[src/hw/rtl/assert_macros.svh]
// assertion macros used by ft_sensor_gravity_compensation.sv
// no dependencies
`ifndef ASSERT_MACROS_SVH
`define ASSERT_MACROS_SVH

// property checked at every rising edge outside reset
`define ASSERT_AT(label, clk, rst_n, prop, msg) \
  label: assert property (@(posedge clk) disable iff (!rst_n) (prop)) else $error(msg);

// condition that must never be seen outside reset
`define ASSERT_NEVER(label, clk, rst_n, cond, msg) \
  label: assert property (@(posedge clk) disable iff (!rst_n) !(cond)) else $error(msg);

`endif

[src/hw/rtl/ftgc_pkg.sv]
// types and constants of the force/torque gravity compensation block
// no dependencies
package ftgc_pkg;

  localparam int ROT_W       = 16;
  localparam int MAG_W       = ROT_W + 1;
  localparam int IDX_W       = 6;
  localparam int STORE_DEPTH = 42;
  localparam int NUM_CH      = 6;
  localparam int NUM_AXIS    = 3;

  localparam int SLOT_POS_F  = 6;
  localparam int SLOT_NEG_F  = 15;
  localparam int SLOT_POS_T  = 24;
  localparam int SLOT_NEG_T  = 33;

  typedef enum logic {
    FUNC_WRITE  = 1'b0,
    FUNC_SAMPLE = 1'b1
  } func_t;

  typedef struct packed {
    logic             en;
    logic [IDX_W-1:0] idx;
  } store_wr_t;

endpackage

[src/hw/rtl/ftgc_store.sv]
// calibration store: bias words and signed load tables, cleared at reset
// selects the table row per axis from the projection sign; uses ftgc_pkg
module ftgc_store #(
  parameter int SAMPLE_WIDTH = 24
) (
  input  logic                                   clk,
  input  logic                                   rst_n,
  input  ftgc_pkg::store_wr_t                    wr,
  input  logic signed [SAMPLE_WIDTH-1:0]         wr_value,
  input  logic [ftgc_pkg::NUM_AXIS-1:0]          pos,
  output logic signed [SAMPLE_WIDTH-1:0]         bias [ftgc_pkg::NUM_CH],
  output logic signed [SAMPLE_WIDTH-1:0]         coef [ftgc_pkg::NUM_CH][ftgc_pkg::NUM_AXIS]
);

  logic signed [SAMPLE_WIDTH-1:0] store_r [ftgc_pkg::STORE_DEPTH];

  always_ff @(posedge clk) begin
    if (!rst_n) begin
      for (int i = 0; i < ftgc_pkg::STORE_DEPTH; i++) begin
        store_r[i] <= '0;
      end
    end else if (wr.en && (wr.idx < ftgc_pkg::IDX_W'(ftgc_pkg::STORE_DEPTH))) begin
      store_r[wr.idx] <= wr_value;
    end
  end

  for (genvar ch = 0; ch < ftgc_pkg::NUM_CH; ch++) begin : g_ch
    localparam int C      = ch % 3;
    localparam int BASE_P = (ch < 3) ? ftgc_pkg::SLOT_POS_F : ftgc_pkg::SLOT_POS_T;
    localparam int BASE_N = (ch < 3) ? ftgc_pkg::SLOT_NEG_F : ftgc_pkg::SLOT_NEG_T;

    assign bias[ch] = store_r[ch];

    for (genvar a = 0; a < ftgc_pkg::NUM_AXIS; a++) begin : g_axis
      localparam int IDX_P = BASE_P + 3 * a + C;
      localparam int IDX_N = BASE_N + 3 * a + C;
      assign coef[ch][a] = pos[a] ? store_r[IDX_P] : store_r[IDX_N];
    end
  end

endmodule

[config.mk]
export PLATFORM = sky130hd
export DESIGN_NAME = ftgc_store
export DESIGN_NICKNAME = d
export VERILOG_FILES = /design/src/hw/rtl/assert_macros.svh /design/src/hw/rtl/ftgc_pkg.sv /design/src/hw/rtl/ftgc_store.sv
export SDC_FILE = /design/constraint.sdc
export NUM_CORES = 1
export LEC_CHECK = 0
export ABC_AREA = 1
export ABC_CLOCK_PERIOD_IN_PS = 3900
export BUFFER_PORTS_ARGS = -buffer_cell sky130_fd_sc_hd__buf_2
export CELL_PAD_IN_SITES_DETAIL_PLACEMENT = 0
export CELL_PAD_IN_SITES_GLOBAL_PLACEMENT = 1
export CORE_ASPECT_RATIO = 2
export CORE_MARGIN = 2
export CORE_UTILIZATION = 51
export DETAILED_ROUTE_END_ITERATION = 6
export GPL_TIMING_DRIVEN = 0
export PLACE_DENSITY = 0.87
export REMOVE_ABC_BUFFERS = 1
export SYNTH_ARGS = -nofsm -noshare
export SYNTH_HDL_FRONTEND = slang
export SYNTH_SLANG_ARGS = --single-unit
[constraint.sdc]
create_clock -name clk -period 3.9 [get_ports clk]
set_clock_uncertainty 0.2 [all_clocks]
set_input_delay 0 -clock clk [delete_from_list [all_inputs] [get_ports clk]]
set_output_delay 0 -clock clk [all_outputs]
set_load 0.1 [all_outputs]
Yosys cells after proc, flatten, opt, wreduce, memory -nomap -nowiden:

Memories as Yosys holds them, arrays and structs flattened.
Cells that the tools add are included.

* flip-flop bits (word level): 0
* memory bits (writable): 1008
* input bits: 36
* output and inout bits: 576
* memories: 1

* order comparisons: 1
* muxes and demuxes: 25
* reductions and logical operators: 2

Memories
* store_r: depth 42, bits a word 24, read ports 42, clocked after Yosys merged registers in 0, wr ports 42, line ftgc_store.sv:15 `logic signed [SAMPLE_WIDTH-1:0] store_r [ftgc_pkg::STORE_DEPTH];`

Operator list (number)
* 24-bit 2-to-1 mux: 19
* 24-bit OR reduction: 1
* 6-bit less-than comparator (second input constant): 1
* 6-bit 2-to-1 mux: 1
* 1-bit 2-to-1 mux: 5
* 1-bit logical AND: 1

Longest topological paths before layout:

* depth after elaboration: 7
* gate-level depth with buffers: 7

Worst setup path before layout:

No wires, ideal clock.

* path type: input port to flip-flop
* start: input rst_n
* end: memory store_r[10][0] (enable)
* library setup time: 0.381 ns
* data arrival time: 1.488 ns
* required time: 3.319 ns
* path slack: 1.831 ns
* cell stages on the path: 7
* cells stage by stage: buf_2 nand2_1 a21oi_4 buf_6 nand3_4 buf_4 nand2_1

RTL lines
* start, declared: line ftgc_store.sv:7 `input logic rst_n,`
* end, declared: line ftgc_store.sv:15

==> results_tabular.tex <==
\begin{tabular}{lr}
\hline
Metric & Value \\
\hline
\multicolumn{2}{l}{\textbf{Placement}} \\
Worst slack at placement & -1.04 ns \\
Placed Area & 45300 um2 \\
IO buf count & 611 \\
Detailed placer's ending HPWL & 72800 um \\
RePlAce Congestion & 0.773 \\
\multicolumn{2}{l}{\textbf{STA}} \\
Ratio of final minimum period to clock period & 90.9\% \\
Count of final hold-check violations & 0 \\
Max Freq & 282 MHz \\
Least-Margin Pin Slew & 1.23 ns \\
Final worst slack & 0.355 ns \\
Max-slew violations & 0 \\
Setup-failing EPs final & 0 \\
Setup repair after global routing missed its margin & no \\
Headroom to the max-slew limit & 17.9\% \\
Clock period minus worst slack & 3.55 ns \\
\multicolumn{2}{l}{\textbf{Power}} \\
Final total power & 26.4 mW \\
Power density relative to cell area & 546 nW/um2 \\
Part of the power in combinational logic & 19.4\% \\
Net switching component of the power & 8.35 mW \\
Cell-internal power & 18.1 mW \\
Leakage component of the power & 18.2 nW \\
Sw Ratio & 31.6\% \\
Clk pwr share & 33.0\% \\
Sequential share of power & 47.7\% \\
Peak VDD IR & 497 uV \\
\multicolumn{2}{l}{\textbf{Logic synthesis}} \\
Number of standard cells after synthesis & 2866 \\
Avg Synthesized Cell Area & 14.5 um2 \\
Cell variety after synth & 16 \\
Syn. warnings & 0 \\
FF+latch count, synth & 1008 \\
Part of the Yosys area used for sequential elements & 72.8\% \\
Cell area after synthesis & 41600 um2 \\
\multicolumn{2}{l}{\textbf{Global route}} \\
Initial antenna violation count & 5 \\
Overall Global Routing Usage & 27.0\% \\
Maximum number of pins on one net before global-route repair & 86 \\
Vias in the first global route & 24737 \\
Global-route wire length before repair & 163000 um \\
Overflow left after global routing & 0 \\
\multicolumn{2}{l}{\textbf{Detailed routing}} \\
Starting DRC count in detailed routing & 2049 \\
Vias post-DR & 25102 \\
Total wire length after detailed routing & 115000 um \\
Detail-routed via count per cell & 5.58 \\
Post-detailed-route wirelength per cell & 25.5 um \\
Post-route ant nets & 0 \\
Detailed-route DRC error count & 0 \\
Number of detailed-route iterations in the first pass & 6 \\
\multicolumn{2}{l}{\textbf{Critical path}} \\
Critical path peak fanout & 43 \\
Critical path capture point type & flip-flop \\
Required time of the critical path & 3.96 ns \\
Critical Path Source Type & primary input \\
Data arrival time at the worst-slack endpoint & 3.60 ns \\
Category of the critical setup timing path & in -> reg \\
\multicolumn{2}{l}{\textbf{Layout}} \\
Area grow syn2layout & 16.5\% \\
Most frequent standard cell in the layout excluding fill and tap cells & sky130\_fd\_sc\_hd\_\_nor2\_1 \\
Net count of the finished layout & 3418 \\
Registers with the most flip-flops & store\_r (1008) \\
Most frequent cells in the layout & 1052 x sky130\_fd\_sc\_hd\_\_nor2\_1, 1008 x sky130\_fd\_sc\_hd\_\_edfxtp\_1, 607 x sky130\_fd\_sc\_hd\_\_buf\_2 \\
Max FFs per register & 1008 \\
Most flop-heavy register & store\_r \\
Summed area of non-filler cells in the final layout & 48400 um2 \\
Multi-input gate area & 9800 um2 \\
Number of filler instances in the final layout & 6194 \\
Fraction of layout cells with a size suffix above 1 & 36.7\% \\
Register Area & 30300 um2 \\
Inserted Diodes & 0 \\
\multicolumn{2}{l}{\textbf{Clock network}} \\
CTS H-tree depth & 3 \\
TritonCTS clock tree & done \\
Register clock-pin slew on the reported worst setup and hold paths & 0.06 ns \\
Number of CTS-inserted buffers & 84 \\
Clock sinks & 1008 \\
Clock Path Buffers & 3 \\
Number of buffers added for setup after CTS & 0 \\
Clock Tree Root & sky130\_fd\_sc\_hd\_\_clkbuf\_16 \\
\multicolumn{2}{l}{\textbf{Min path}} \\
Class of the tightest hold or removal check & in -> reg \\
Hold Crit Start & wr[3] \\
Cell depth of the worst min-delay path & 5 \\
Min-Delay Endpoint & store\_r[40][2]\$\_SDFFCE\_PN0P\_ \\
\multicolumn{2}{l}{\textbf{Die}} \\
Die area & 83900 um2 \\
Die boundary width & 206 um \\
IO Pins & 612 \\
Core Area & 81100 um2 \\
Total number of placement rows & 148 \\
Die height & 408 um \\
Effective utilization at floorplan & 51.3\% \\
\multicolumn{2}{l}{\textbf{Job}} \\
Number of max-capacitance violations reported & 0 \\
\multicolumn{2}{l}{\textbf{Outcome}} \\
Run status & finished clean \\
\hline
\end{tabular}
-- worst max-delay path, stage by stage --
cell                            delay (ns)
sky130_fd_sc_hd__buf_4                0.62
sky130_fd_sc_hd__nand2_1              0.22
sky130_fd_sc_hd__a21oi_4              0.33
sky130_fd_sc_hd__dlygate4sd3_1        1.00
sky130_fd_sc_hd__nand3_4              0.42
sky130_fd_sc_hd__nand2_1              0.96
-- final cells by class --
cell class	count	share of cell area, %
inverter	30	0.295
multi-input combinational	1587	20.3
clock buffer	97	4.49
timing repair buffer	671	8.42
sequential	1008	62.5
tap	1050	2.71
clock inverter	53	1.31
-- synthesized netlist by cell type (all sizes together) --
library cell  instances  area, um2
inv                   6       22.5
nand3                57        791
mux2                432       4860
nand2                45        169
clkinv               24       90.1
buf                 141       1020
clkbuf              100        375
edfxtp             1008      30300
nor2               1052       3950
a21oi                 1       16.3
-- layer usage --
layer	part of all wire, %	global-route usage, %
met5	0.048	0
met4	4.6	11.8
met3	9.4	6.20
met2	49	44.9
met1	37	33.8
-- power groups by stage --
stage | Clock (mW) | Combinational, mW | Sequential (mW)
2_1_floorplan | 0 | 3.42 | 13.4
3_3_place_gp | 0 | 5.04 | 12.8
3_5_place_dp | 0 | 5.10 | 12.8
4_1_cts | 8.78 | 5.13 | 12.6
5_1_grt | 9.17 | 5.23 | 12.6
6_report | 8.70 | 5.12 | 12.6
-- logic make-up after synthesis --
logic type	count (synthesis)	synth area share, %
AOI/OAI and AO/OA	1	0.0391
buffers and inverters	271	3.64
DFF	1008	72.8
muxes	432	11.7
and+or+nand+nor	1154	11.8
-- through the flow --
step	std cells	utilization [%]	setup TNS (ns)	hold WS, ns
finish	4496	59.7	0	0.0604
CTS	4495	59.7	0	0.00655
detailed placement	4317	55.8	-250.05	0.418
global placement	4286	54.9	-3208.62	0.421
global route	4496	59.7	0	0.0893
floorplan	2625	-	-31.41	0.270
-- what timing repair did --
| action | 4_1_cts | 5_1_grt |
|---|---|---|
| hold endpoints to repair | 501 | 0 |
| resized for setup | 3 | 0 |
| setup endpoints to repair | 48 | 0 |
| hold buffers | 28 | 0 |
-- how the worst max path moves through the flow --
stage,start,endpoint,slack (ns),cells after the start
after CTS,rst_n,store_r[15][3]$_SDFFCE_PN0P_,0.35,6
after global placement,rst_n,store_r[28][16]$_SDFFCE_PN0P_,-3.17,5
after detailed placement,rst_n,store_r[28][16]$_SDFFCE_PN0P_,-1.04,6
after floorplan,wr[4],store_r[17][0]$_SDFFCE_PN0P_,-0.65,5
final,rst_n,store_r[19][2]$_SDFFCE_PN0P_,0.35,6
after global routing,rst_n,store_r[15][3]$_SDFFCE_PN0P_,0.16,6
Note: power is estimated with default switching activity, not from simulation.
