[src/hw/rtl/assert_macros.svh]
// assertion macros used by ft_sensor_gravity_compensation.sv
// no dependencies
`ifndef ASSERT_MACROS_SVH
`define ASSERT_MACROS_SVH

// property checked at every rising edge outside reset
`define ASSERT_AT(label, clk, rst_n, prop, msg) \
  label: assert property (@(posedge clk) disable iff (!rst_n) (prop)) else $error(msg);

// condition that must never be seen outside reset
`define ASSERT_NEVER(label, clk, rst_n, cond, msg) \
  label: assert property (@(posedge clk) disable iff (!rst_n) !(cond)) else $error(msg);

`endif

[src/hw/rtl/ftgc_pkg.sv]
// types and constants of the force/torque gravity compensation block
// no dependencies
package ftgc_pkg;

  localparam int ROT_W       = 16;
  localparam int MAG_W       = ROT_W + 1;
  localparam int IDX_W       = 6;
  localparam int STORE_DEPTH = 42;
  localparam int NUM_CH      = 6;
  localparam int NUM_AXIS    = 3;

  localparam int SLOT_POS_F  = 6;
  localparam int SLOT_NEG_F  = 15;
  localparam int SLOT_POS_T  = 24;
  localparam int SLOT_NEG_T  = 33;

  typedef enum logic {
    FUNC_WRITE  = 1'b0,
    FUNC_SAMPLE = 1'b1
  } func_t;

  typedef struct packed {
    logic             en;
    logic [IDX_W-1:0] idx;
  } store_wr_t;

endpackage

[src/hw/rtl/ftgc_merge.sv]
// merge stage of one channel: bias-removed reading minus the three axis
// loads, saturated into the output register; uses ftgc_pkg
module ftgc_merge #(
  parameter int SAMPLE_WIDTH = 24,
  parameter int TERM_W       = 28,
  parameter int ACC_W        = 44
) (
  input  logic                            clk,
  input  logic                            en,
  input  logic signed [SAMPLE_WIDTH:0]    diff,
  input  logic signed [TERM_W-1:0]        term [ftgc_pkg::NUM_AXIS],
  output logic signed [SAMPLE_WIDTH-1:0]  comp
);

  localparam logic signed [ACC_W-1:0] SAT_MAX =
    {{(ACC_W-SAMPLE_WIDTH+1){1'b0}}, {(SAMPLE_WIDTH-1){1'b1}}};
  localparam logic signed [ACC_W-1:0] SAT_MIN =
    {{(ACC_W-SAMPLE_WIDTH+1){1'b1}}, {(SAMPLE_WIDTH-1){1'b0}}};

  logic signed [ACC_W-1:0]        acc;
  logic signed [SAMPLE_WIDTH-1:0] comp_nxt;
  logic signed [SAMPLE_WIDTH-1:0] comp_r;

  always_comb begin
    acc = ACC_W'(diff) - ACC_W'(term[0]) - ACC_W'(term[1]) - ACC_W'(term[2]);
    if (acc > SAT_MAX) begin
      comp_nxt = SAT_MAX[SAMPLE_WIDTH-1:0];
    end else if (acc < SAT_MIN) begin
      comp_nxt = SAT_MIN[SAMPLE_WIDTH-1:0];
    end else begin
      comp_nxt = acc[SAMPLE_WIDTH-1:0];
    end
  end

  always_ff @(posedge clk) begin
    if (en) begin
      comp_r <= comp_nxt;
    end
  end

  assign comp = comp_r;

endmodule

[config.mk]
export PLATFORM = sky130hd
export DESIGN_NAME = ftgc_merge
export DESIGN_NICKNAME = d
export VERILOG_FILES = /design/src/hw/rtl/assert_macros.svh /design/src/hw/rtl/ftgc_pkg.sv /design/src/hw/rtl/ftgc_merge.sv
export SDC_FILE = /design/constraint.sdc
export NUM_CORES = 1
export LEC_CHECK = 0
export BUFFER_PORTS_ARGS = -buffer_cell sky130_fd_sc_hd__buf_2
export CAP_MARGIN = 40
export CORE_MARGIN = 8
export CORE_UTILIZATION = 30
export CTS_CLUSTER_DIAMETER = 60
export DETAILED_ROUTE_END_ITERATION = 12
export GPL_TIMING_DRIVEN = 1
export SKIP_LAST_GASP = 1
export SLEW_MARGIN = 20
export SYNTH_ARGS = -nofsm -noshare
export SYNTH_HDL_FRONTEND = slang
export SYNTH_SLANG_ARGS = --single-unit
export TNS_END_PERCENT = 20
[constraint.sdc]
create_clock -name clk -period 7.9 [get_ports clk]
set_input_delay 0.79 -clock clk [delete_from_list [all_inputs] [get_ports clk]]
set_output_delay 0.79 -clock clk [all_outputs]
set_load 0.01 [all_outputs]
## Yosys cells after proc, flatten, opt, wreduce, memory -nomap -nowiden

Cells that the tools add are included.

| cells by class | value |
|---|---|
| multiplexer cells | 1 |
| magnitude comparators | 2 |
| add/subtract/negate cells | 3 |

Operators with widths:

| operator | number |
|---|---|
| $gt A31 B24 Y1 const B | 1 |
| $lt A31 B24 Y1 const B | 1 |
| $sub A30 B28 Y31 | 1 |
| $sub A29 B28 Y30 | 1 |
| $sub A25 B28 Y29 | 1 |
| $mux W24 | 1 |

| storage, ports and cells | value |
|---|---|
| register bits after elaboration | 24 |
| word-level logic and storage cells | 7 |
| output and inout bits | 24 |

## Depth between registers and ports, before layout

Gate-level depths: netlist (run 1).

| depth | value |
|---|---|
| word-level depth | 5 |
| depth in mapped cells | 17 |
| gate-level depth less buffers | 15 |

## Worst setup path before layout (run 1)

OpenSTA, ideal clock, no wires.

| path | value |
|---|---|
| kind | input-to-reg |
| start point | input port term[12] (netlist bit) |
| end point | register comp_r[22], in the netlist comp[22], data pin |
| stages on the path | 16 |
| data required time | 7.758 ns |
| path slack | 3.539 ns |
| data arrival time | 4.219 ns |
| path through | inv_1 -> fa_1 -> inv_1 -> fa_1 -> inv_1 -> ha_1 -> nand4_1 -> a2111o_1 -> a31oi_2 -> nor3_2 -> o21bai_2 -> a21oi_1 -> xnor2_1 -> o41a_1 -> buf_6 -> o21ai_2 |

| between the ends | value |
|---|---|
| longest elaborated chain between the ends | 3 |
| elaborated cells between the ends (all ways) | 4 |

RTL lines:

| element | line | source |
|---|---|---|
| start, declared | ftgc_merge.sv:11 | `input logic signed [TERM_W-1:0] term [ftgc_pkg::NUM_AXIS],` |
| $sub A30 B28 Y31 (*) | ftgc_merge.sv:25 | `acc = ACC_W'(diff) - ACC_W'(term[0]) - ACC_W'(term[1]) - ACC_W'(term[2]);` |
| $lt A31 B24 Y1 | ftgc_merge.sv:28 | `end else if (acc < SAT_MIN) begin` |
| $mux W24 | ftgc_merge.sv:28 |  |
| end signal, assigned | ftgc_merge.sv:37 | `comp_r <= comp_nxt;` |
| end, declared | ftgc_merge.sv:22 | `logic signed [SAMPLE_WIDTH-1:0] comp_r;` |

Mark *: on every way between the ends. The rest lies on a longest branch, timed or not.
A chain may end at the register's enable or synchronous reset.

## Worst setup path in the final report (run 1)

| path | value |
|---|---|
| start point | input port term[4] (netlist bit) |
| end point | register comp_r[22], in the netlist comp[22], data pin |

The elaborated chain is that of the path after synthesis.

==> results of run 1 <==
-- power groups by stage --
stage	Sequential [mW]	Clock [mW]	Combinational [mW]
floorplan	0.261	0	0.794
global placement	0.234	0	1.06
global route	0.237	0.114	1.19
CTS	0.231	0.110	1.07
finish	0.230	0.108	1.06
detailed placement	0.234	0	1.06
-- stage by stage --
step	setup slack, ns	total power, mW	hold slack, ns	cell area, sq um	instances
after global routing	2.877	1.546	1.060	5647	920
final	3.190	1.397	1.041	5647	920
after global placement	2.576	1.290	1.206	5553	915
after floorplan	3.539	1.056	0.9025	4738	579
after detailed placement	2.905	1.297	1.211	5568	916
after CTS	3.161	1.410	1.060	5647	920
-- cell type report --
| class | count | area share, % |
|---|---|---|
| Clock buffer | 3 | 1.329 |
| Clock inverter | 1 | 0.06647 |
| Inverter | 217 | 14.42 |
| Multi-Input combinational cell | 323 | 54.35 |
| Sequential cell | 24 | 12.76 |
| Tap cell | 216 | 4.786 |
| Timing Repair Buffer | 136 | 12.28 |
-- cells in the final DEF, fill, tap and decap left out, types with 2 or more instances in the layout --
cell type / synthesis / routed
ha_1: 31 / 31
o21bai_1: 2 / 2
nand2_1: 28 / 28
fa_1: 57 / 57
o21ai_0: 24 / 24
xor2_1: 12 / 12
a31oi_1: 2 / 2
a21oi_1: 34 / 34
inv_1: 217 / 217
a21o_1: 8 / 8
nand3_1: 5 / 5
a211oi_1: 3 / 3
o211ai_1: 2 / 2
or3_1: 2 / 2
and2_2: 2 / 2
clkbuf_16: 0 / 3
a21oi_2: 2 / 2
xnor2_1: 14 / 14
o21ai_2: 22 / 22
nor2_1: 16 / 16
nand2b_1: 5 / 5
o211ai_2: 2 / 2
nor3_1: 7 / 7
a211oi_2: 2 / 2
edfxtp_1: 24 / 24
buf_2: 0 / 134
o21a_1: 7 / 7
nand4_1: 8 / 8
-- path summary, 6_finish.rpt --
check | start | to | slack (ns) | cells after the start
setup / recovery | term[4] | comp[22] | 3.19 | 17
hold / removal | en | comp[0] | 1.04 | 1
-- metal layers --
metal / vias up / global-route usage [%] / share of wire, %
met1: 1742 / 15.69 / 51
met2: 89 / 17.43 / 44
li1: 2011 / - / -
met5: - / 0 / 0
met4: 0 / 1.413 / 0.62
met3: 6 / 1.680 / 4.2
-- logic make-up (layout without fill, tap and decap cells) --
| logic type | Yosys count | in the layout | synth area share, % |
|---|---|---|---|
| flip-flops | 24 | 24 | 15.21 |
| XOR/XNOR | 27 | 27 | 5.149 |
| buffers and inverters | 232 | 357 | 20.02 |
| AND/OR/NAND/NOR | 84 | 84 | 8.873 |
| AO/OA/AOI/OAI | 124 | 124 | 18.48 |
| adder cells (fa/ha/maj) | 88 | 88 | 32.27 |
==> out/qor.txt, run 1 <==
Vias in the first global route - 4,197
Critical path's slowest cell - fa_1
Max cap viols - 0
Yosys top cell by area - fa_1
Mapped Cells - 579
Vias/cell - 4.183
Worst-Margin Slew - 0.5251 ns
Most common cell in the synthesized netlist - inv_1
Share of the synthesized area in the top cell type - 24.08%
Relative slew slack - 64.99%
Final HPWL DP - 9681 um
Pint - 0.6993 mW
Buffers and inverters on the worst path - 6
Hold Vio Cnt, Final - 0
Mapped Avg Cell Area - 8.184 sq um
First-pass GRT wire length - 18,600 um
Worst path required time - 7.90 ns
Pwr dens - 247.4 nW/um^2
Syn_nets - 778
Root Buffer Master - clkbuf_16
Largest delay share family, worst path - compound AO/OA/AOI/OAI gates
Fin Setup TNS - 0 ns
Post-synth EDFFs - 24
Unique masters post-synth - 57
Lkg Pwr - 3.124 nW
Flop pwr share - 16.5%
CTS max path bufs - 2
Most common cell on crit path - inv_1
Total gr overflow - 0
Layout cell share with drive strength beyond 1 - 25.85%
Pre-Repair DR Iteration Count - 4
DR iter-0 viols - 173
Status - completed
Port bufs - 134
Register area share after synthesis - 15.21%
Async SR Flop Fraction - 0%
Worst vdd ir - 0.00009963 V
Switching pwr - 0.6975 mW
Slowest stage delay, CP - 0.53 ns
Crit path max fanout - 14
Clk pin slew, worst setup/hold paths - 0.06 ns
Max FFs per register - 24
Type of the tightest min-delay check - in -> reg
# resized after CTS - 0
Final setup viols - 0
Crit path capture type - flip-flop
Die Width - 141.7 um
Final Max Tran Viols - 0
Routed len/inst - 11.58 um
Cts hold-fix bufs - 0
Ranking of synthesized cells by area - fa_1 (24%), inv_1 (17%), edfxtp_1 (15%)
Multi-input combinational cell area - 3069 sq um
Initial Util - 30.27%
Main synth FF type - edfxtp_1
Fmax - 212.3 MHz
GRT Util Overall - 10.96%
Fin nets - 904
CTS buffer count - 3
Sw Share - 49.93%
Synthesis-to-finish area growth - 19.17%
Total number of yosys warnings - 0
CTS H-tree lvls - 1
Final Util - 36.07%
Minimum clock period - 4.710 ns
Via Count - 3,848
CP startpoint kind - primary input
Total die area - 20,070 sq um
Crit path kind - in -> reg
CTS Sinks - 24
Ant diodes - 0
Comb power frac - 75.7%
Largest net degree at the start of global routing - 25
Drt total wl - 10,650 um
RSZ-0062 raised after global routing - no
Top Ports - 135
Register area - 720.7 sq um
Fin crit share - 59.62%
Core Region - 15,660 sq um
Chip height - 141.7 um
Commonest cells post-synth - inv_1 (217), fa_1 (57), a21oi_1 (34)
CP Cell Sequence - buf_2 > inv_1 > fa_1 > inv_1 > fa_1 > inv_1 > ha_1 > a21oi_1 > inv_1 > o211ai_1 > a21o_1 > a21oi_2 > a221oi_1 > xor2_1 > a41o_1 > buf_8 > o21ai_2
Remaining routing DRC violations - 0
Clock power share - 7.8%
Initial antenna violation count - 0
Critical path arrival - 4.71 ns
Rows - 46
DRT antenna net count - 0
Seq cells post-synth - 24
CTS tree - built
Setup repair bufs after CTS - 0
Cell Area, Synth - 4738 sq um
Fill cells - 1,713
GPL Wtd Cong - 0.8294
No activity file was read; power rests on OpenSTA's default activity.
==> run 2: changes to the inputs <==
--- a/config.mk
+++ b/config.mk
@@ -5,6 +5,7 @@
 export SDC_FILE = /design/constraint.sdc
 export NUM_CORES = 1
 export LEC_CHECK = 0
+export ABC_AREA = 1
 export BUFFER_PORTS_ARGS = -buffer_cell sky130_fd_sc_hd__buf_2
 export CAP_MARGIN = 40
 export CORE_MARGIN = 8
==> constraint.sdc (replaced) <==
create_clock -name clk -period 3.88 [get_ports clk]
set_input_delay 0.388 -clock clk [delete_from_list [all_inputs] [get_ports clk]]
set_output_delay 0.388 -clock clk [all_outputs]
set_load 0.01 [all_outputs]
==> run 2 against run 1 <==
Final area increased by 8.0%. Clock power increased by 100%. Die area increased by 6.1%. Highest routed layer unchanged.
==> out/qor.txt, run 2 <==
CTS max path bufs - 2 (unchanged)
Final setup viols - 0 (unchanged)
Crit path kind - in -> reg (unchanged)
Worst-Margin Slew - 0.5347 ns (was 0.5251 ns)
Mapped Cells - 782 (was 579)
DR iter-0 viols - 158 (was 173)
Ranking of synthesized cells by area - fa_1 (23%), inv_1 (22%), nand2_1 (17%) (was fa_1 (24%), inv_1 (17%), edfxtp_1 (15%))
CP Cell Sequence - buf_2 > inv_1 > fa_1 > inv_1 > fa_1 > inv_1 > ha_1 > nand2_1 > inv_1 > a21oi_1 > nand2_1 > a21oi_1 > nand2_1 > nand2_1 > nand2_1 > nor3_1 > nand2_1 > nand2_4 > nand2_1 (was buf_2 > inv_1 > fa_1 > inv_1 > fa_1 > inv_1 > ha_1 > a21oi_1 > inv_1 > o211ai_1 > a21o_1 > a21oi_2 > a221oi_1 > xor2_1 > a41o_1 > buf_8 > o21ai_2)
Fin nets - 1,124 (was 904)
Final Max Tran Viols - 0 (unchanged)
Seq cells post-synth - 24 (unchanged)
Total gr overflow - 0 (unchanged)
Via Count - 4,592 (was 3,848)
Register area share after synthesis - 14.23% (was 15.21%)
Lkg Pwr - 3.875 nW (was 3.124 nW)
Worst path required time - 3.88 ns (was 7.90 ns)
Commonest cells post-synth - inv_1 (293), nand2_1 (226), fa_1 (57) (was inv_1 (217), fa_1 (57), a21oi_1 (34))
Type of the tightest min-delay check - in -> reg (unchanged)
Final Util - 36.92% (was 36.07%)
Drt total wl - 12,170 um (was 10,650 um)
Rows - 47 (was 46)
Largest net degree at the start of global routing - 25 (unchanged)
Critical path arrival - 3.56 ns (was 4.71 ns)
Fmax - 281.3 MHz
# resized after CTS - 0 (unchanged)
Synthesis-to-finish area growth - 20.45% (was 19.17%)
Minimum clock period - 3.556 ns
Hold Vio Cnt, Final - 0 (unchanged)
Routed len/inst - 10.64 um (was 11.58 um)
Total die area - 21,300 sq um (was 20,070 sq um)
Main synth FF type - edfxtp_1 (unchanged)
Slowest stage delay, CP - 0.53 ns (about the same)
Final HPWL DP - 11,180 um (was 9681 um)
Post-synthesis simple-gate area fraction - 25.40% (was 8.872%)
Max cap viols - 0 (unchanged)
Fin Setup TNS - 0 ns (unchanged)
Layout cell share with drive strength beyond 1 - 17.12% (was 25.85%)
Worst vdd ir - 0.0002609 V (was 0.00009963 V)
Tot Pwr - 3.100 mW (was 1.397 mW)
Crit path capture type - flip-flop (unchanged)
Synth Area in XOR/XNOR - 3.631% (was 5.149%)
CTS tree - built (unchanged)
Initial Util - 30.65% (was 30.27%)
Syn_nets - 981 (was 778)
Placed insts - 1,140 (was 916)
Top Ports - 135 (unchanged)
Die Width - 145.9 um (was 141.7 um)
Initial antenna violation count - 0 (unchanged)
Most common cell on crit path - nand2_1 (was inv_1)
Remaining routing DRC violations - 0 (unchanged)
CTS H-tree lvls - 1 (unchanged)
Pwr dens - 508.2 nW/um^2 (was 247.4 nW/um^2)
Pre-Repair DR Iteration Count - 4 (unchanged)
Vias/cell - 4.017 (was 4.183)
Cts hold-fix bufs - 0 (unchanged)
GRT Util Overall - 11.51% (was 10.96%)
Post-synthesis mux area share - 0% (unchanged)
CP startpoint kind - primary input (unchanged)
First-pass GRT wire length - 20,900 um (was 18,600 um)
Setup repair bufs after CTS - 0 (unchanged)
Unique masters post-synth - 28 (was 57)
Total number of yosys warnings - 0 (unchanged)
Mapped Avg Cell Area - 6.477 sq um (was 8.184 sq um)
CTS buffer count - 3 (unchanged)
Commonest non-fill, non-tap cell in the layout - inv_1 (unchanged)
Clk pin slew, worst setup/hold paths - 0.06 ns (about the same)
Port bufs - 134 (unchanged)
Fin crit share - 91.64%
Share of the synthesized area in the top cell type - 22.53% (was 24.08%)
GPL Wtd Cong - 0.8651 (was 0.8294)
Max FFs per register - 24 (unchanged)
Post-Layout Cell Count - 1,143 (was 920)
Core Region - 16,520 sq um (was 15,660 sq um)
Yosys top cell by area - fa_1 (unchanged)
CTS Sinks - 24 (unchanged)
Async SR Flop Fraction - 0% (unchanged)
Largest family of logic cells by synthesized area - adder cells (unchanged)
Chip height - 145.9 um (was 141.7 um)
Most common cell in the synthesized netlist - inv_1 (unchanged)
Vias in the first global route - 4,738 (was 4,197)
Root Buffer Master - clkbuf_16 (unchanged)
Most frequent cells in the layout - inv_1 (293), nand2_1 (226), buf_2 (134) (was inv_1 (217), buf_2 (134), fa_1 (57))
Synth Area in Adders - 30.19% (was 32.27%)
Ant diodes - 0 (unchanged)
Status - completed (unchanged)
Relative slew slack - 64.35% (was 64.99%)
Post-synth EDFFs - 24 (unchanged)
Compound-gate portion of the synthesized area - 3.804% (was 18.48%)
DRT antenna net count - 0 (unchanged)
Crit path max fanout - 23 (was 14)
Critical path's slowest cell - fa_1 (unchanged)
RSZ-0062 raised after global routing - no (unchanged)
Cell Area, Synth - 5065 sq um (was 4738 sq um)
## run 2: cell types whose count changed after synthesis, moves of 20 or more
cell / previous run / this run
o21ai_2: 22 / 0
nand2_1: 28 / 226
inv_1: 217 / 293
nor2_1: 16 / 43
o21ai_0: 24 / 2
nand3_1: 5 / 25
## run 2: layout make-up
class	instances	area, sq um
flip-flops and latches	24	720.7
well taps	220	275.3
repair buffers	142	730.7
inverters	295	1107
clock buffers	3	75.07
fillers	1831	10420
multi-input cells	459	3192
## run 2: final timing paths
path	cells past startpoint	to	slack [ns]	startpoint
hold / removal	1	comp[16]	0.65	en
setup / recovery	19	comp[19]	0.32	term[18]
## run 2: worst max-delay path, delay by kind of cell
family	cells	cell delay (ns)
adders and majority gates	3	1.39
AOI/OAI and AO/OA	2	0.42
buffers and inverters	5	0.25
and+or+nand+nor	9	1.10
## run 2: per-stage QoR
step / hold WS, ns / setup WS (ns) / cell area (sq um)
finish: 0.6497 / 0.3244 / 6101
global route: 0.6642 / 0.02003 / 6101
CTS: 0.6498 / 0.3320 / 6101
detailed placement: 0.8020 / 0.06806 / 6026
global placement: 0.8027 / 0.08092 / 6026
floorplan: 0.5005 / 0.5123 / 5065
## run 2: where the power goes
group	leakage (nW)	internal, mW	switching, mW	total (mW)
Combinational	3.60	0.861	1.50	2.36
Clock	0.0370	0.136	0.0808	0.217
Sequential	0.237	0.489	0.0346	0.524
## run 2: cell families after synthesis
family                     after synthesis
AOI/OAI and AO/OA                       34
xor gates and xnor gates                21
adders and majority gates               88
buffers and inverters                  299
DFF                                     24
and+or+nand+nor                        316
## run 2: per-layer routing
layer	global-route usage [%]	vias up	wire length (um)
li1	-	2479	-
met1	15.57	2003	6056
met2	19.44	101	5477
met3	1.555	9	540
met4	1.666	0	93
met5	0	-	0
