--- config.mk ---
export PLATFORM = sky130hd
export DESIGN_NAME = ftgc_lane
export DESIGN_NICKNAME = d
export VERILOG_FILES = /design/src/hw/rtl/assert_macros.svh /design/src/hw/rtl/ftgc_pkg.sv /design/src/hw/rtl/ftgc_lane.sv
export SDC_FILE = /design/constraint.sdc
export NUM_CORES = 1
export LEC_CHECK = 0
export BUFFER_PORTS_ARGS = -buffer_cell sky130_fd_sc_hd__buf_2
export CORE_ASPECT_RATIO = 0.6
export CORE_UTILIZATION = 45
export DETAILED_ROUTE_END_ITERATION = 12
export SYNTH_ARGS = -nofsm -noshare
export SYNTH_HDL_FRONTEND = slang
export SYNTH_SLANG_ARGS = --single-unit
export TNS_END_PERCENT = 10
--- constraint.sdc ---
create_clock -name clk -period 13.22 [get_ports clk]
set_input_delay 1.322 -clock clk [delete_from_list [all_inputs] [get_ports clk]]
set_output_delay 1.322 -clock clk [all_outputs]
set_load 0.02 [all_outputs]
--- src/hw/rtl/assert_macros.svh ---
// assertion macros used by ft_sensor_gravity_compensation.sv
// no dependencies
`ifndef ASSERT_MACROS_SVH
`define ASSERT_MACROS_SVH

// property checked at every rising edge outside reset
`define ASSERT_AT(label, clk, rst_n, prop, msg) \
  label: assert property (@(posedge clk) disable iff (!rst_n) (prop)) else $error(msg);

// condition that must never be seen outside reset
`define ASSERT_NEVER(label, clk, rst_n, cond, msg) \
  label: assert property (@(posedge clk) disable iff (!rst_n) !(cond)) else $error(msg);

`endif

--- src/hw/rtl/ftgc_pkg.sv ---
// types and constants of the force/torque gravity compensation block
// no dependencies
package ftgc_pkg;

  localparam int ROT_W       = 16;
  localparam int MAG_W       = ROT_W + 1;
  localparam int IDX_W       = 6;
  localparam int STORE_DEPTH = 42;
  localparam int NUM_CH      = 6;
  localparam int NUM_AXIS    = 3;

  localparam int SLOT_POS_F  = 6;
  localparam int SLOT_NEG_F  = 15;
  localparam int SLOT_POS_T  = 24;
  localparam int SLOT_NEG_T  = 33;

  typedef enum logic {
    FUNC_WRITE  = 1'b0,
    FUNC_SAMPLE = 1'b1
  } func_t;

  typedef struct packed {
    logic             en;
    logic [IDX_W-1:0] idx;
  } store_wr_t;

endpackage

--- src/hw/rtl/ftgc_lane.sv ---
// one load lane: coefficient times projection magnitude, registered,
// then floor shift by the rotation fraction bits; uses ftgc_pkg
module ftgc_lane #(
  parameter int SAMPLE_WIDTH  = 24,
  parameter int ROT_FRAC_BITS = 14,
  parameter int PROD_W        = 42,
  parameter int TERM_W        = 28
) (
  input  logic                              clk,
  input  logic                              en,
  input  logic signed [SAMPLE_WIDTH-1:0]    coef,
  input  logic [ftgc_pkg::MAG_W-1:0]        mag,
  output logic signed [TERM_W-1:0]          term
);

  logic signed [ftgc_pkg::MAG_W:0] mag_s;
  logic signed [PROD_W-1:0]        prod_nxt;
  logic signed [PROD_W-1:0]        prod_r;
  logic signed [PROD_W-1:0]        shifted;

  assign mag_s    = $signed({1'b0, mag});
  assign prod_nxt = coef * mag_s;

  always_ff @(posedge clk) begin
    if (en) begin
      prod_r <= prod_nxt;
    end
  end

  // arithmetic shift gives floor rounding
  assign shifted = prod_r >>> ROT_FRAC_BITS;
  assign term    = shifted[TERM_W-1:0];

endmodule

### Word-level counts from Yosys, hierarchy flattened

Index checks and enable logic that the tools add are counted.

* register bits after elaboration: 42
* output and inout port bits: 28
* memories kept: 0
* bits in writable memories: 0
* bits in latches: 0
* input bits: 43
* ROM bits: 0

* multiplexer cells: 0
* shift operators: 0
* magnitude comparators: 0
* add/sub/neg operators: 0
* multipliers: 1
* divide/modulo/power cells: 0
* reductions and logical operators: 0
* bitwise logic cells: 0
* equal/unequal tests: 0

Operator list (count)
* multiplier 24 x 18 -> 42 bit: 1

### Longest topological paths before layout

Gate-level depths: netlist (run 1).

* depth after elaboration: 1
* gate-level depth with buffers: 22

### Worst setup path after synthesis (run 1)

OpenSTA, ideal clock, no wires.

* path kind: input -> register
* from: input port coef[23]
* to: register prod_r[38], data pin
* cell stages on the path: 16
* slack: 6.415 ns
* setup time: 0.260 ns
* arrival: 6.545 ns
* cells stage by stage: clkbuf_1 nand2_1 fa_1 fa_1 inv_1 fa_1 fa_1 fa_1 fa_1 ha_1 a21o_1 a21o_1 a21o_1 or2_2 o21a_1 xor2_1

* longest elaborated chain between the ends: 1

RTL lines
* start: declaration: RTL line ftgc_lane.sv:11 `input logic signed [SAMPLE_WIDTH-1:0] coef,`
* multiplier 24 x 18 -> 42 bit: RTL line ftgc_lane.sv:22 `assign prod_nxt = coef * mag_s;`
* named net prod_nxt[38]: RTL line ftgc_lane.sv:17 `logic signed [PROD_W-1:0] prod_nxt;`
* end signal: assignment: RTL line ftgc_lane.sv:26 `prod_r <= prod_nxt;`
* end: declaration: RTL line ftgc_lane.sv:18 `logic signed [PROD_W-1:0] prod_r;`

The timed path passes the listed nets, and every way through them passes these cells.
A chain may end at the register's enable or synchronous reset.

### Worst setup path after layout (run 1)

* from: input port mag[3] (netlist bit)
* to: register prod_r[38], data pin

* longest elaborated chain between the ends: 1

RTL lines
* start: declaration: RTL line ftgc_lane.sv:12 `input logic [ftgc_pkg::MAG_W-1:0] mag,`
* multiplier 24 x 18 -> 42 bit: RTL line ftgc_lane.sv:22
* named net prod_nxt[38]: RTL line ftgc_lane.sv:17

The timed path passes the listed nets, and every way through them passes these cells.

==> flow_summary.toml, run 1 <==
[final_layout]
drive_above_1_share = 0.0489
num_antenna_cells = 0
stdcell_count = 2137
regMostFlops = "prod_r"
fillCellCount = 3237
largest_reg_flops = 28
reg_top3 = "prod_r: 28 flops"
final_nets = 2220
syn2layout_area_growth_pct = 5.06

[worst_setup_path]
path_depth = 18
critPathCapture = "prod_r[38]"
worst_path_dominant_cell_family = "adder cells"
critPathMaxFanout = 24
endpoint_kind = "flop"
critPathSlowestCell = "fa_1"
crit_required_ps = 13240
worstSetupPathType = "in2reg"
startpoint_type = "input pin"
worstPathArrival_ps = 7490
cp_cell_sequence = "buf_2 -> nand2_1 -> fa_1 -> fa_1 -> inv_1 -> fa_1 -> fa_1 -> fa_1 -> inv_1 -> fa_1 -> inv_1 -> ha_1 -> nand2_1 -> nor2_1 -> o31ai_1 -> o21ai_4 -> o21a_1 -> xor2_1"
crit_buf_inv = 4
critPathMaxStageDelay_ps = 810
crit_top_cell = "fa_1"
crit_start = "mag[3]"

[sta]
worst_pin_slew_ps = 980
fin_hold_ws_ps = 1630
drv_slew = 0
max-slew-margin-rel = 0.341
finalCriticalPeriod_ps = 7470
layout_setup_ws_ps = 5750
tns_ps = 0
finalSetupViolations = 0
max_freq_mhz = 134
hold_viol = 0
rsz0062_at_grt = "false"
period_share = 0.565

[place]
port_buffers = 70
dp_hpwl_mm = 35.9
dp_cells = 2133
place_ws_ps = 5540
gp_congestion = 0.902

[logic_synthesis]
synthFlopType = "edfxtp_1"
yosysUniqueCellTypes = 50
netlist_area_um2 = 15400
synth_xor_area_frac = 0.0194
ys_warn_count = 0
syn_area_per_cell_um2 = 9.24
synth_seq_cells = 28
synth_top_family_by_area = "adder cells"
synthMuxAreaShare = 0
seq_area_frac_synth = 0.0547
async_reset_ff_frac = 0
syn_nets = 2205
synth_compound_area_frac = 0.0430
synth_fa_ha_area_frac = 0.600
synth_edf_count = 28
syn-instance-count = 1664
synthSimpleGateAreaFrac = 0.155

[worst_hold_path]
min_path_type = "in2reg"
hold_depth = 1
hold_start = "en"

[die]
fp.dieH_um = 145
die_w_um = 241
die-area_um2 = 34900
core_um2 = 33600
io_pins = 71
rows = 52
start_util = 0.457

[detailed_routing]
drt_iter0_drc = 898
antenna_left = 0
drt_pass1_iterations = 5
drt_wl_total_mm = 41.6
wl_per_cell_um = 19.5
route.detailed.drc = 0
vias_per_cell = 5.01
vias = 10700

[clocking]
numCtsBuffers = 3
post_cts_resized = 0
clk_path_buf_depth = 2
cts_tree = "yes"
clock-root-buffer = "clkbuf_16"
htreeDepth = 1
post-cts-setup-buffer-count = 0
clock-sinks = 28
hold_buffers = 0
clkTransAtPathRegs_ps = 70

[global_route]
use_met3 = 0.110
grt_max_degree = 29
gr-total-overflow = 0
grt_pass1_wl_mm = 66.1
antenna_found_initial = 0
grtUsageMet2 = 0.300
met1_usage = 0.418
grt.busiest_layer = "met1"
track_usage = 0.251
grt_pass1_vias = 11400

[status]
status = "finished, final reports clean"

[flow_run]
cap_viol_max_count = 0
cell type report:
| cell class | count | area, µm² | area share |
|---|---|---|---|
| multi-input cells | 1111 | 12600 | 0.778 |
| inverters | 465 | 1750 | 0.108 |
| flip-flops and latches | 28 | 841 | 0.0520 |
| well taps | 459 | 574 | 0.0355 |
| repair buffers | 70 | 350 | 0.0217 |
| clock buffers | 3 | 75.1 | 0.00465 |
| clock inverters | 1 | 3.75 | 0.000232 |
metrics by stage:
| stage | utilization | area [µm²] |
|---|---|---|
| 2_1_floorplan | - | 15400 |
| 3_3_place_gp | 0.478 | 16100 |
| 3_5_place_dp | 0.478 | 16100 |
| 4_1_cts | 0.480 | 16200 |
| 5_1_grt | 0.480 | 16200 |
| 6_report | 0.480 | 16200 |
how the worst min path moves through the flow:
| stage | end |
|---|---|
| 2_1_floorplan | prod_r[14] |
| 3_3_place_gp | term[8] |
| 3_5_place_dp | term[8] |
| 4_1_cts | prod_r[35] |
| 5_1_grt | prod_r[35] |
| 6_report | prod_r[35] |
metal layers:
layer,vias up,part of all wire
met5,-,0
met4,0,0.0059
met3,18,0.14
met2,490,0.35
met1,5396,0.51
li1,4795,-
cell usage in the layout, fill, tap and decap left out, types with 2 or more instances in the layout:
cell type  count
o21bai_2       2
nand4_1        4
clkinv_1       2
o21a_1         4
and3_1         4
a211o_1        2
a21oi_1       31
a211oi_1       6
xnor2_1       26
edfxtp_1      28
o21ai_1        6
nand2_1      231
o21bai_1       5
fa_1         399
nand2b_1       4
inv_1        464
ha_1          99
o31ai_1        3
nor2b_1        2
buf_2         70
a31oi_1        2
a21o_1        10
nor2_1        23
nand3_1        6
clkbuf_16      3
o211ai_1       2
and2_1       199
xor2_1         8
nor3_1         4
o2111ai_1      2
o21ai_0        8
cell families after synthesis:
| family | Yosys count |
|---|---|
| simple gates | 483 |
| fa+ha+maj | 498 |
| flops | 28 |
| compound gates | 96 |
| buf+inv | 525 |
| xor+xnor | 34 |
cell usage after synthesis, types with 10 or more instances:
cell type,number,area share
a21o_1,10,0.0049
a21oi_1,31,0.010
edfxtp_1,28,0.055
nor2_1,23,0.0056
and2_1,199,0.081
fa_1,399,0.52
xnor2_1,26,0.015
clkbuf_1,59,0.014
ha_1,99,0.081
inv_1,464,0.11
nand2_1,231,0.056
Power of run 1 is left out: the tool's default activity adds up to more than one toggle a clock period on the data nets, which glitch-free logic cannot reach.
==> run 2: changes to the inputs <==
- ABC_AREA: not set -> 1
- clock period: 13.22 -> 7 ns (I/O delays scaled with it)
==> flow_summary.toml, run 2 <==
[die]
die-area_um2 = 37500
fp.dieH_um = 150
io_pins = 71
core_um2 = 35500
rows = 53
start_util = 0.464
die_w_um = 249

[logic_synthesis]
netlist_top_cells_area = "fa_1 (48%), inv_1 (16%), nand2_1 (13%)"
synth_top_family_by_area = "adder cells"
async_reset_ff_frac = 0
synth_most_common_cell = "inv_1"
syn_nets = 2669
synth_edf_count = 28
synthMuxAreaShare = 0
yosysUniqueCellTypes = 34
synth_compound_area_frac = 0.0272
syn-instance-count = 2128
synthSimpleGateAreaFrac = 0.171
synthFlopType = "edfxtp_1"
syn_area_per_cell_um2 = 7.75
synth_seq_cells = 28
seq_area_frac_synth = 0.0510
yosys.area.top_type = "fa_1"
ys_warn_count = 0
synth_top_area_share = 0.484
synth_xor_area_frac = 0.00955
synthTopCellsByCount = "inv_1 (710), nand2_1 (558), fa_1 (399)"
netlist_area_um2 = 16500
synth_fa_ha_area_frac = 0.559

[sta]
finalSetupViolations = 0
drv_slew = 0
period_share = 0.931
max_freq_mhz = 153
rsz0062_at_grt = "false"
finalCriticalPeriod_ps = 6520
tns_ps = 0
worst_pin_slew_ps = 732
layout_setup_ws_ps = 480
max-slew-margin-rel = 0.510
hold_viol = 0

[detailed_routing]
drt_wl_total_mm = 46.7
antenna_left = 0
drt_iter0_drc = 1050
drt_pass1_iterations = 6
vias_per_cell = 4.96
vias = 12900
route.detailed.drc = 0
wl_per_cell_um = 18.0

[worst_setup_path]
endpoint_kind = "flop"
startpoint_type = "input pin"
crit_required_ps = 7030
worstPathArrival_ps = 6550
worstSetupPathType = "in2reg"
critPathMaxFanout = 24

[global_route]
grt_pass1_wl_mm = 75.7
grt_max_degree = 29
track_usage = 0.264
antenna_found_initial = 1
grt_pass1_vias = 13600
gr-total-overflow = 0

[final_layout]
syn2layout_area_growth_pct = 4.81
reg_top3 = "prod_r: 28 flops"
final_nets = 2674
largest_reg_flops = 28
final_cell_mix = "inv_1 (710), nand2_1 (558), fa_1 (399), ha_1 (99), buf_2 (70)"
drive_above_1_share = 0.0535
fillCellCount = 3632
finish.utilization = 0.487
layout_commonest_cell = "inv_1"
regMostFlops = "prod_r"

[clocking]
post_cts_resized = 0
clock-sinks = 28
htreeDepth = 1
clkTransAtPathRegs_ps = 70
clk_path_buf_depth = 2
clock-root-buffer = "clkbuf_16"
post-cts-setup-buffer-count = 0
hold_buffers = 0
numCtsBuffers = 3
cts_tree = "yes"

[status]
status = "finished, final reports clean"

[place]
dp_hpwl_mm = 39.3
port_buffers = 70
gp_congestion = 1.03
place_ws_ps = 257

[flow_run]
cap_viol_max_count = 0

[worst_hold_path]
min_path_type = "in2reg"
==> run 2: changes by cell type in the layout (fill, tap and decap cells not counted), sizes merged, moves of 9 or more <==
cell	before	now
nand2	231	564
o21ai	16	27
buf	70	81
xnor2	26	6
nand3	6	39
nor2	23	75
inv	464	718
a21oi	31	41
and2	199	0
a21o	10	1
==> run 2: cells by family after synthesis <==
kind of cell,after synthesis
buffers and inverters,799
and+or+nand+nor,703
adders and majority gates,498
AOI/OAI and AO/OA,82
DFF,28
xor gates and xnor gates,18
==> run 2: metrics by stage <==
stage | std cells | hold slack, ps | area (µm²)
final | 2600 | 993 | 17300
after global routing | 2600 | 1040 | 17300
after CTS | 2599 | 1010 | 17300
after detailed placement | 2595 | 1140 | 17200
after global placement | 2595 | 1140 | 17200
after floorplan | 2128 | 812 | 16500
==> run 2: critical path: stages <==
cell and delay [ps]:
buf_2 510, nand2_1 140, fa_1 610, fa_1 720, inv_1 190, fa_1 520, inv_1 50, fa_1 530
inv_1 50, fa_1 490, fa_1 420, ha_1 470, inv_1 210, nor3_1 280, nand2_1 140, nor2_1 170
nand3_1 120, nand4_1 110, nand2_1 60
==> run 2: cell type report <==
class / instances / area [µm²] / share of cell area
sequential: 28 / 841 / 0.0486
tap: 467 / 584 / 0.0338
multi-input combinational: 1301 / 12700 / 0.732
antenna: 1 / 2.50 / 0.000145
clock buffer: 3 / 75.1 / 0.00434
timing repair buffer: 81 / 433 / 0.0250
clock inverter: 1 / 3.75 / 0.000217
inverter: 718 / 2700 / 0.156
==> run 2: layer usage <==
metal | up-vias | GRT usage | part of all wire | wire length [µm]
li1 | 5898 | - | - | -
met1 | 6418 | 0.407 | 0.49 | 22800
met2 | 544 | 0.394 | 0.41 | 19100
met3 | 40 | 0.0493 | 0.094 | 4370
met4 | 0 | 0.0340 | 0.0097 | 454
met5 | - | 0 | 0 | 0
==> run 2: final timing paths <==
check              start         end  cells after the start
setup / recovery  mag[5]  prod_r[40]                     19
hold / removal        en  prod_r[22]                      1
Power of run 2 is left out for the same reason.
==> run 3: changes to the inputs <==
- ABC_CLOCK_PERIOD_IN_PS: not set -> 7000
- BUFFER_PORTS_ARGS: -buffer_cell sky130_fd_sc_hd__buf_2 -> not set
- DONT_BUFFER_PORTS: not set -> 1
==> flow_summary.toml, run 3 (synthesis gave the netlist of run 2 again) <==
[status]
status = "finished, final reports clean"

[worst_setup_path]
crit_required_ps = 7020
endpoint_kind = "flop"
critPathMaxFanout = 17
worstPathArrival_ps = 6250
worstSetupPathType = "in2reg"
worst_path_dominant_cell_family = "adder cells"
crit_top_cell = "fa_1"
startpoint_type = "input pin"
cp_cell_sequence = "nand2_1 -> fa_1 -> fa_1 -> inv_1 -> fa_1 -> inv_1 -> fa_1 -> inv_1 -> fa_1 -> fa_1 -> ha_1 -> inv_1 -> nor3_1 -> nand2_1 -> nor2_1 -> nand3_1 -> nand4_1 -> nand2_1"
critPathMaxStageDelay_ps = 720
crit_buf_inv = 4
critPathSlowestCell = "fa_1"

[clocking]
clk_path_buf_depth = 2
numCtsBuffers = 3
htreeDepth = 1
clock-sinks = 28
clkTransAtPathRegs_ps = 60
post_cts_resized = 0
cts_tree = "yes"
hold_buffers = 0
clock-root-buffer = "clkbuf_16"
post-cts-setup-buffer-count = 0

[global_route]
gr-total-overflow = 0
grt_pass1_vias = 13700
grt_pass1_wl_mm = 76.0
grt_max_degree = 29
antenna_found_initial = 0
track_usage = 0.266

[worst_hold_path]
hold_depth = 0
min_path_type = "in2reg"
hold_end = "prod_r[34]"
hold_start = "en"

[detailed_routing]
drt_iter0_drc = 1017
wl_per_cell_um = 18.5
route.detailed.drc = 0
vias_per_cell = 5.01
drt_wl_total_mm = 46.6
vias = 12600
antenna_left = 0
drt_pass1_iterations = 5

[final_layout]
reg_top3 = "prod_r: 28 flops"
drive_above_1_share = 0.0166
syn2layout_area_growth_pct = 2.22
fillCellCount = 3539
final_nets = 2594
regMostFlops = "prod_r"
layout_commonest_cell = "inv_1"
largest_reg_flops = 28
num_antenna_cells = 0
final_cell_mix = "inv_1 (710), nand2_1 (558), fa_1 (399), ha_1 (99), nor2_1 (68)"

[sta]
period_share = 0.891
max_freq_mhz = 160
hold_viol = 0
max-slew-margin-rel = 0.523
finalCriticalPeriod_ps = 6240
tns_ps = 0
rsz0062_at_grt = "false"
drv_slew = 0
worst_pin_slew_ps = 713
finalSetupViolations = 0

[place]
gp_congestion = 0.988
dp_hpwl_mm = 39.2
port_buffers = 0

[die]
io_pins = 71
core_um2 = 35500
die_w_um = 249
die-area_um2 = 37500
fp.dieH_um = 150
rows = 53
start_util = 0.464

[flow_run]
cap_viol_max_count = 0
-- run 3: changes by cell type in the layout (fill, tap and decap cells not counted), sizes merged --
cell   delta
buf      -80
diode     -1
-- run 3: worst max path at each step --
stage	cells after the start	from	endpoint	slack, ps
global route	18	coef[23]	prod_r[40]	490
global placement	18	coef[23]	prod_r[40]	620
CTS	18	coef[23]	prod_r[40]	860
floorplan	23	coef[23]	prod_r[37]	860
detailed placement	18	coef[23]	prod_r[40]	590
finish	18	coef[23]	prod_r[40]	760
-- run 3: through the flow --
| step | instance area [µm²] | std cells | setup WS, ps | hold WS (ps) | util |
|---|---|---|---|---|---|
| 5_1_grt | 16900 | 2519 | 493 | 536 | 0.475 |
| 6_report | 16900 | 2519 | 762 | 547 | 0.475 |
| 4_1_cts | 16900 | 2519 | 862 | 542 | 0.475 |
| 3_3_place_gp | 16800 | 2515 | 622 | 816 | 0.472 |
| 3_5_place_dp | 16800 | 2515 | 592 | 817 | 0.472 |
| 2_1_floorplan | 16500 | 2128 | 855 | 812 | - |
-- run 3: final cells by class --
class                   instances  area [µm²]  share of cell area
clock buffers                   3        75.1             0.00445
clock inverters                 1        3.75            0.000223
inverters                     718        2700               0.160
multi-input cells            1301       12700               0.751
flip-flops and latches         28         841              0.0498
well taps                     467         584              0.0346
repair buffers                  1        7.51            0.000445
-- run 3: metal layers --
layer  track usage  part of all wire
met1         0.403              0.48
met2         0.392              0.41
met3        0.0700              0.11
met4        0.0275            0.0086
met5             0                 0
Power of run 3 is left out for the same reason.
